$ cat src/sv/cpwt_pkg.sv
// shared types and constants of the cross process write tracker
`timescale 1ns / 1ps
package cpwt_pkg;
	localparam int PID_W  = 32;
	localparam int ADDR_W = 48;
	localparam int SIZE_W = 32;

	localparam logic [1:0] CMD_ADD    = 2'd0;
	localparam logic [1:0] CMD_REMOVE = 2'd1;
	localparam logic [1:0] CMD_FIND   = 2'd2;

	// request broadcast to every pair cell
	typedef struct packed {
		logic [1:0]       cmd;
		logic [PID_W-1:0] src;
		logic [PID_W-1:0] dst;
	} cpwt_req_t;

	// control strobes from the sequencer to the cells
	typedef struct packed {
		logic start;
		logic remove;
		logic wr;
		logic create;
	} cpwt_ctl_t;

	// status of the cell that holds the scan token
	typedef struct packed {
		logic match;
		logic free;
		logic rm_hit;
	} cpwt_stat_t;
endpackage

$ cat src/sv/cpwt_cell.sv
// one pair cell: ids, ring pointer and used bits of a source/destination pair
`timescale 1ns / 1ps
module cpwt_cell #(
	parameter int RANGES = 16,
	parameter int RING_W = 4
) (
	input  logic                 clk,
	input  logic                 arst_n,
	input  cpwt_pkg::cpwt_req_t  req,
	input  cpwt_pkg::cpwt_ctl_t  ctl,
	input  logic                 tok_i,
	input  logic                 wr_sel,
	input  logic [RING_W-1:0]    wr_slot,
	input  logic [RING_W-1:0]    wr_ring,
	output logic                 tok_o,
	output cpwt_pkg::cpwt_stat_t stat,
	output logic [RANGES-1:0]    used_o,
	output logic [RING_W-1:0]    ring_o
);
	import cpwt_pkg::*;

	logic              tok_q;
	logic              valid_q;
	logic [PID_W-1:0]  src_q;
	logic [PID_W-1:0]  dst_q;
	logic [RING_W-1:0] ring_q;
	logic [RANGES-1:0] used_q;
	logic [RANGES-1:0] slot_bit;

	assign slot_bit = RANGES'(1) << wr_slot;

	// scan token moves one cell per cycle
	always_ff @(posedge clk or negedge arst_n) begin
		if (!arst_n) begin
			tok_q <= 1'b0;
		end else begin
			tok_q <= tok_i;
		end
	end
	assign tok_o = tok_q;

	// compare against the request while holding the token
	always_comb begin
		stat.match  = tok_q && valid_q && (src_q == req.src) && (dst_q == req.dst);
		stat.free   = tok_q && !valid_q;
		stat.rm_hit = tok_q && valid_q && ((src_q == req.src) || (dst_q == req.src));
		used_o      = (tok_q && valid_q) ? used_q : '0;
		ring_o      = (tok_q && valid_q) ? ring_q : '0;
	end

	// valid bit: set on create, cleared by remove
	always_ff @(posedge clk or negedge arst_n) begin
		if (!arst_n) begin
			valid_q <= 1'b0;
		end else if (ctl.wr && ctl.create && wr_sel) begin
			valid_q <= 1'b1;
		end else if (ctl.remove && stat.rm_hit) begin
			valid_q <= 1'b0;
		end
	end

	// pair payload
	always_ff @(posedge clk) begin
		if (ctl.wr && wr_sel) begin
			ring_q <= wr_ring;
			if (ctl.create) begin
				src_q  <= req.src;
				dst_q  <= req.dst;
				used_q <= slot_bit;
			end else begin
				used_q <= used_q | slot_bit;
			end
		end
	end
endmodule

$ cat config.mk
export PLATFORM = sky130hd
export DESIGN_NAME = cpwt_cell
export DESIGN_NICKNAME = d
export VERILOG_FILES = /design/src/sv/cpwt_pkg.sv /design/src/sv/cpwt_cell.sv
export SDC_FILE = /design/constraint.sdc
export NUM_CORES = 1
export LEC_CHECK = 0
export BUFFER_PORTS_ARGS = -buffer_cell sky130_fd_sc_hd__buf_4
export CORE_ASPECT_RATIO = 1.4
export CORE_MARGIN = 2
export CORE_UTILIZATION = 48
export DETAILED_ROUTE_END_ITERATION = 16
export GPL_TIMING_DRIVEN = 0
export PLACE_DENSITY = 0.77
export SLEW_MARGIN = 25
export SYNTH_ARGS = -nofsm -noshare
export SYNTH_HDL_FRONTEND = slang
export SYNTH_SLANG_ARGS = --single-unit
$ cat constraint.sdc
create_clock -name clk -period 1.3 [get_ports clk]
set_input_delay 0.13 -clock clk [delete_from_list [all_inputs] [get_ports clk]]
set_output_delay 0.13 -clock clk [all_outputs]
set_load 0.02 [all_outputs]
---- Word level (Yosys, flattened, before mapping) ----
Index checks and enable logic that the tools add are counted.
storage, ports and cells
  input port bits ......................... 82
  flip-flop bits (word level) ............. 86
cells by class
  muxes and demuxes ....................... 5
  equality and inequality tests ........... 3
  shift operators ......................... 1
  bitwise operators ....................... 1
  reductions and logical operators ........ 13
operator list
  operator              number
  $eq 32x32->1          3
  $mux 16               2
  $or 16x16->16         1
  $shl 1x4->16 const A  1
  $logic_and 1x1->1     9
  $mux 4                1
  $mux 1                2
  $reduce_and 2->1      1
  $reduce_bool 2->1     1
  $logic_not 1->1       1
  $logic_or 1x1->1      1

---- Longest topological paths before layout ----
  depth after elaboration ................. 6
  depth in mapped cells ................... 6
  mapped depth without buffers ............ 6

---- Worst setup path before layout ----
No wires, ideal clock.
  kind .................................... input to register
  from .................................... input ctl[0] (netlist name)
  to ...................................... register dst_q[0] (enable)
  arrival time ............................ 1967 ps
  cell stages on the path ................. 2
  slack ................................... -1098 ps
  cell sequence ........................... clkbuf_1 and3_1
between the ends
  longest elaborated chain between the ends .. 1
RTL lines
  element                            line             text
  from (decl)                        cpwt_cell.sv:10  input cpwt_pkg::cpwt_ctl_t ctl,
  $reduce_and 2->1 (no source line)  --
  to (signal assigned)               cpwt_cell.sv:68  dst_q <= req.dst;
  to (decl)                          cpwt_cell.sv:25  logic [PID_W-1:0] dst_q;
Every way passes these cells.
A chain may end at the register's enable or synchronous reset.

==> results.json <==
{
  "wl_per_cell_um": 18.35,
  "synth_nets": 371,
  "final_layout_size_suffix_gt1_frac": 0.3699,
  "ant_nets": 0,
  "drv_slew": 0,
  "hold_violations": 0,
  "grt_util_all_layers": 0.2344,
  "synth_common_cells": "84 x edfxtp_1, 63 x xor2_1, 33 x xnor2_1",
  "pre_cts_slack_ns": -0.6923,
  "numCtsBuffers": 9,
  "cellPowerDensity_nw_per_um2": 1075,
  "r2r-end": "valid_q$_DFFE_PN0P_",
  "routabilityCongestion": 0.8194,
  "io_pins": 106,
  "met1_usage": 0.2669,
  "reg2reg_depth": 6,
  "report.power.total_mw": 6.544,
  "die_area_um2": 9134,
  "port_buffers": 101,
  "root_buffer": "clkbuf_16",
  "ys.flop_type": "edfxtp_1",
  "worst_slack_ns": -0.9391,
  "globalRouteMet3Util": 0.04823,
  "grt_pass1_vias": 3135,
  "wl_um": 10410,
  "ys_seq_elements": 86,
  "busiest_layer": "met2",
  "arrival_ns": 2.11,
  "vias_per_cell": 5.224,
  "synth_edf_count": 84,
  "drc": 0,
  "ys_warn_count": 0,
  "setup_violations": 25,
  "grtUsageMet2": 0.4049,
  "fin_crit_sh": 1.722,
  "max-cap-violations": 0,
  "tightest_slew_ns": 0.8982,
  "drt_iter0_markers": 158,
  "reg2reg_slack_ns": -0.45,
  "core_area_um2": 8149,
  "grt_antenna_before_repair": 0,
  "syn_inst": 289,
  "hold_slack_ns": 0.008662,
  "rsz0062_at_grt": "yes",
  "r2r_start": "dst_q[6]$_DFFE_PP_",
  "area_growth_pct": 51.48,
  "fin_crit_ns": 2.239,
  "max_freq_mhz": 446.6,
  "final_area_um2": 6090,
  "fillCellCount": 515,
  "maxSlewHeadroom": 0.4012,
  "netlist_area_um2": 4020,
  "row_count": 39,
  "n_antenna_cell": 0,
  "crit_path_end_kind": "primary output",
  "finalNonFillerCells": 567,
  "hpwlAfterDp_um": 6789,
  "fin_util": 0.7473,
  "async_flop_share": 0.02326,
  "ys_types": 21,
  "final.setup.tns_ns": -5.729,
  "grt_pass1_wl_um": 15660,
  "violations": "setup timing",
  "p_leak_nw": 2.350,
  "clk_latency_ns": 0.33,
  "syn_avg_cell_area_um2": 13.91,
  "die_x_um": 81.35,
  "firstDrtPassIters": 4,
  "hold_path.class": "in2reg",
  "synth.area.top_cells": "edfxtp_1 63%, xor2_1 14%, xnor2_1 7.2%",
  "crit_fanout": 2,
  "cts.htree.levels": 3,
  "min_to": "src_q[8]$_DFFE_PP_",
  "grt.overflow.total": 0,
  "synth_top_cell_area_share": 0.6275,
  "holdCritStartpoint": "req[40]",
  "fin_nets": 542,
  "die-height_um": 112.3,
  "path_clk_slew_ns": 0.06,
  "grt_max_degree": 67,
  "skew_ns": 0.005389,
  "vdd_ir_drop_max_v": 0.0008513,
  "min_path_cells": 1,
  "synth_top_area_cell": "edfxtp_1",
  "vias": 2962,
  "cts_sinks": 86,
  "status": "complete, but fails checks",
  "clockBufferDepth": 2,
  "initial_utilization": 0.4933,
  "postPlaceCellArea_um2": 4926,
  "ys_seq_area_frac": 0.6399,
  "crit_path_start_kind": "register",
  "crit_required_ns": 1.17,
  "dp_cells": 492,
  "yosysMostFrequentCell": "edfxtp_1",
  "crit_type": "reg2out",
  "cts_tree": "yes"
}
[area by class of cell]
| cell class | count | area, um2 | area share |
|---|---|---|---|
| tap | 102 | 127.6 | 0.02096 |
| multi-input combinational | 181 | 1565 | 0.2570 |
| buffer | 5 | 53.80 | 0.008835 |
| clock inverter | 6 | 28.78 | 0.004726 |
| clock buffer | 10 | 229.0 | 0.03760 |
| timing repair buffer | 161 | 1450 | 0.2381 |
| sequential | 86 | 2575 | 0.4228 |
| inverter | 16 | 60.06 | 0.009862 |
[metal layers]
layer / vias up / part of all wire
met5: - / 0
met4: 0 / 0.029
met3: 17 / 0.063
met2: 113 / 0.54
met1: 1428 / 0.37
li1: 1404 / -
[cells by family after synthesis]
kind of cell    Yosys count  share of synthesized area
xor+xnor                 96                     0.2092
simple gates             67                     0.1021
flops                    86                     0.6399
buf+inv                  22                    0.02054
compound gates           18                    0.02832
[critical path: stages (launching register included)]
cell	delay, ns
edfxtp_1	0.43
xor2_1	0.18
nor4_2	0.41
nand4_1	0.19
o21ai_2	0.23
and3_4	0.23
buf_6	0.11
[repair_timing]
item / 4_1_cts / 5_1_grt
cloned: 2 / 0
endpoints found under the hold margin: 41 / 5
gates resized for setup: 71 / 12
endpoints found under the setup margin: 24 / 25
hold buffers: 40 / 5
pin swaps: 9 / 23
buffers inserted: 6 / 8
[registers in the layout, indices dropped and copies added, names as in the netlist]
register,count
dst_q,32
src_q,32
used_q,16
ring_q,4
tok_o,1
valid_q,1
[worst max path at each step]
stage / from / end / slack [ns] / depth (start not counted)
after floorplan: dst_q[11]$_DFFE_PP_ / stat[2] / -0.20 / 4
after global placement: dst_q[8]$_DFFE_PP_ / stat[0] / -0.65 / 6
final: dst_q[6]$_DFFE_PP_ / stat[0] / -0.94 / 6
after global routing: dst_q[6]$_DFFE_PP_ / stat[0] / -0.97 / 6
after detailed placement: dst_q[8]$_DFFE_PP_ / stat[0] / -0.69 / 6
after CTS: dst_q[6]$_DFFE_PP_ / stat[0] / -0.88 / 6
[cell usage in the layout, fill, tap and decap left out, types with 2 or more instances in the layout]
cell type,netlist,final
and3_4,0,22
buf_4,0,85
buf_6,0,29
buf_8,0,4
clkbuf_1,6,2
clkbuf_16,0,9
clkinv_1,0,3
clkinv_2,0,2
dfrtp_2,0,2
dlygate4sd3_1,0,45
edfxtp_1,84,84
inv_1,16,16
nand2_1,4,4
nand2b_1,4,4
nand4_1,12,12
nor4_1,17,8
nor4_2,1,9
o22ai_1,16,16
or2_2,2,2
xnor2_1,33,32
xor2_1,63,63
[report_power, final]
group          switching, mW  internal, mW
sequential            0.0860          3.20
clock                  0.981          1.27
combinational          0.446         0.562
Note: power is estimated with default switching activity, not from simulation.
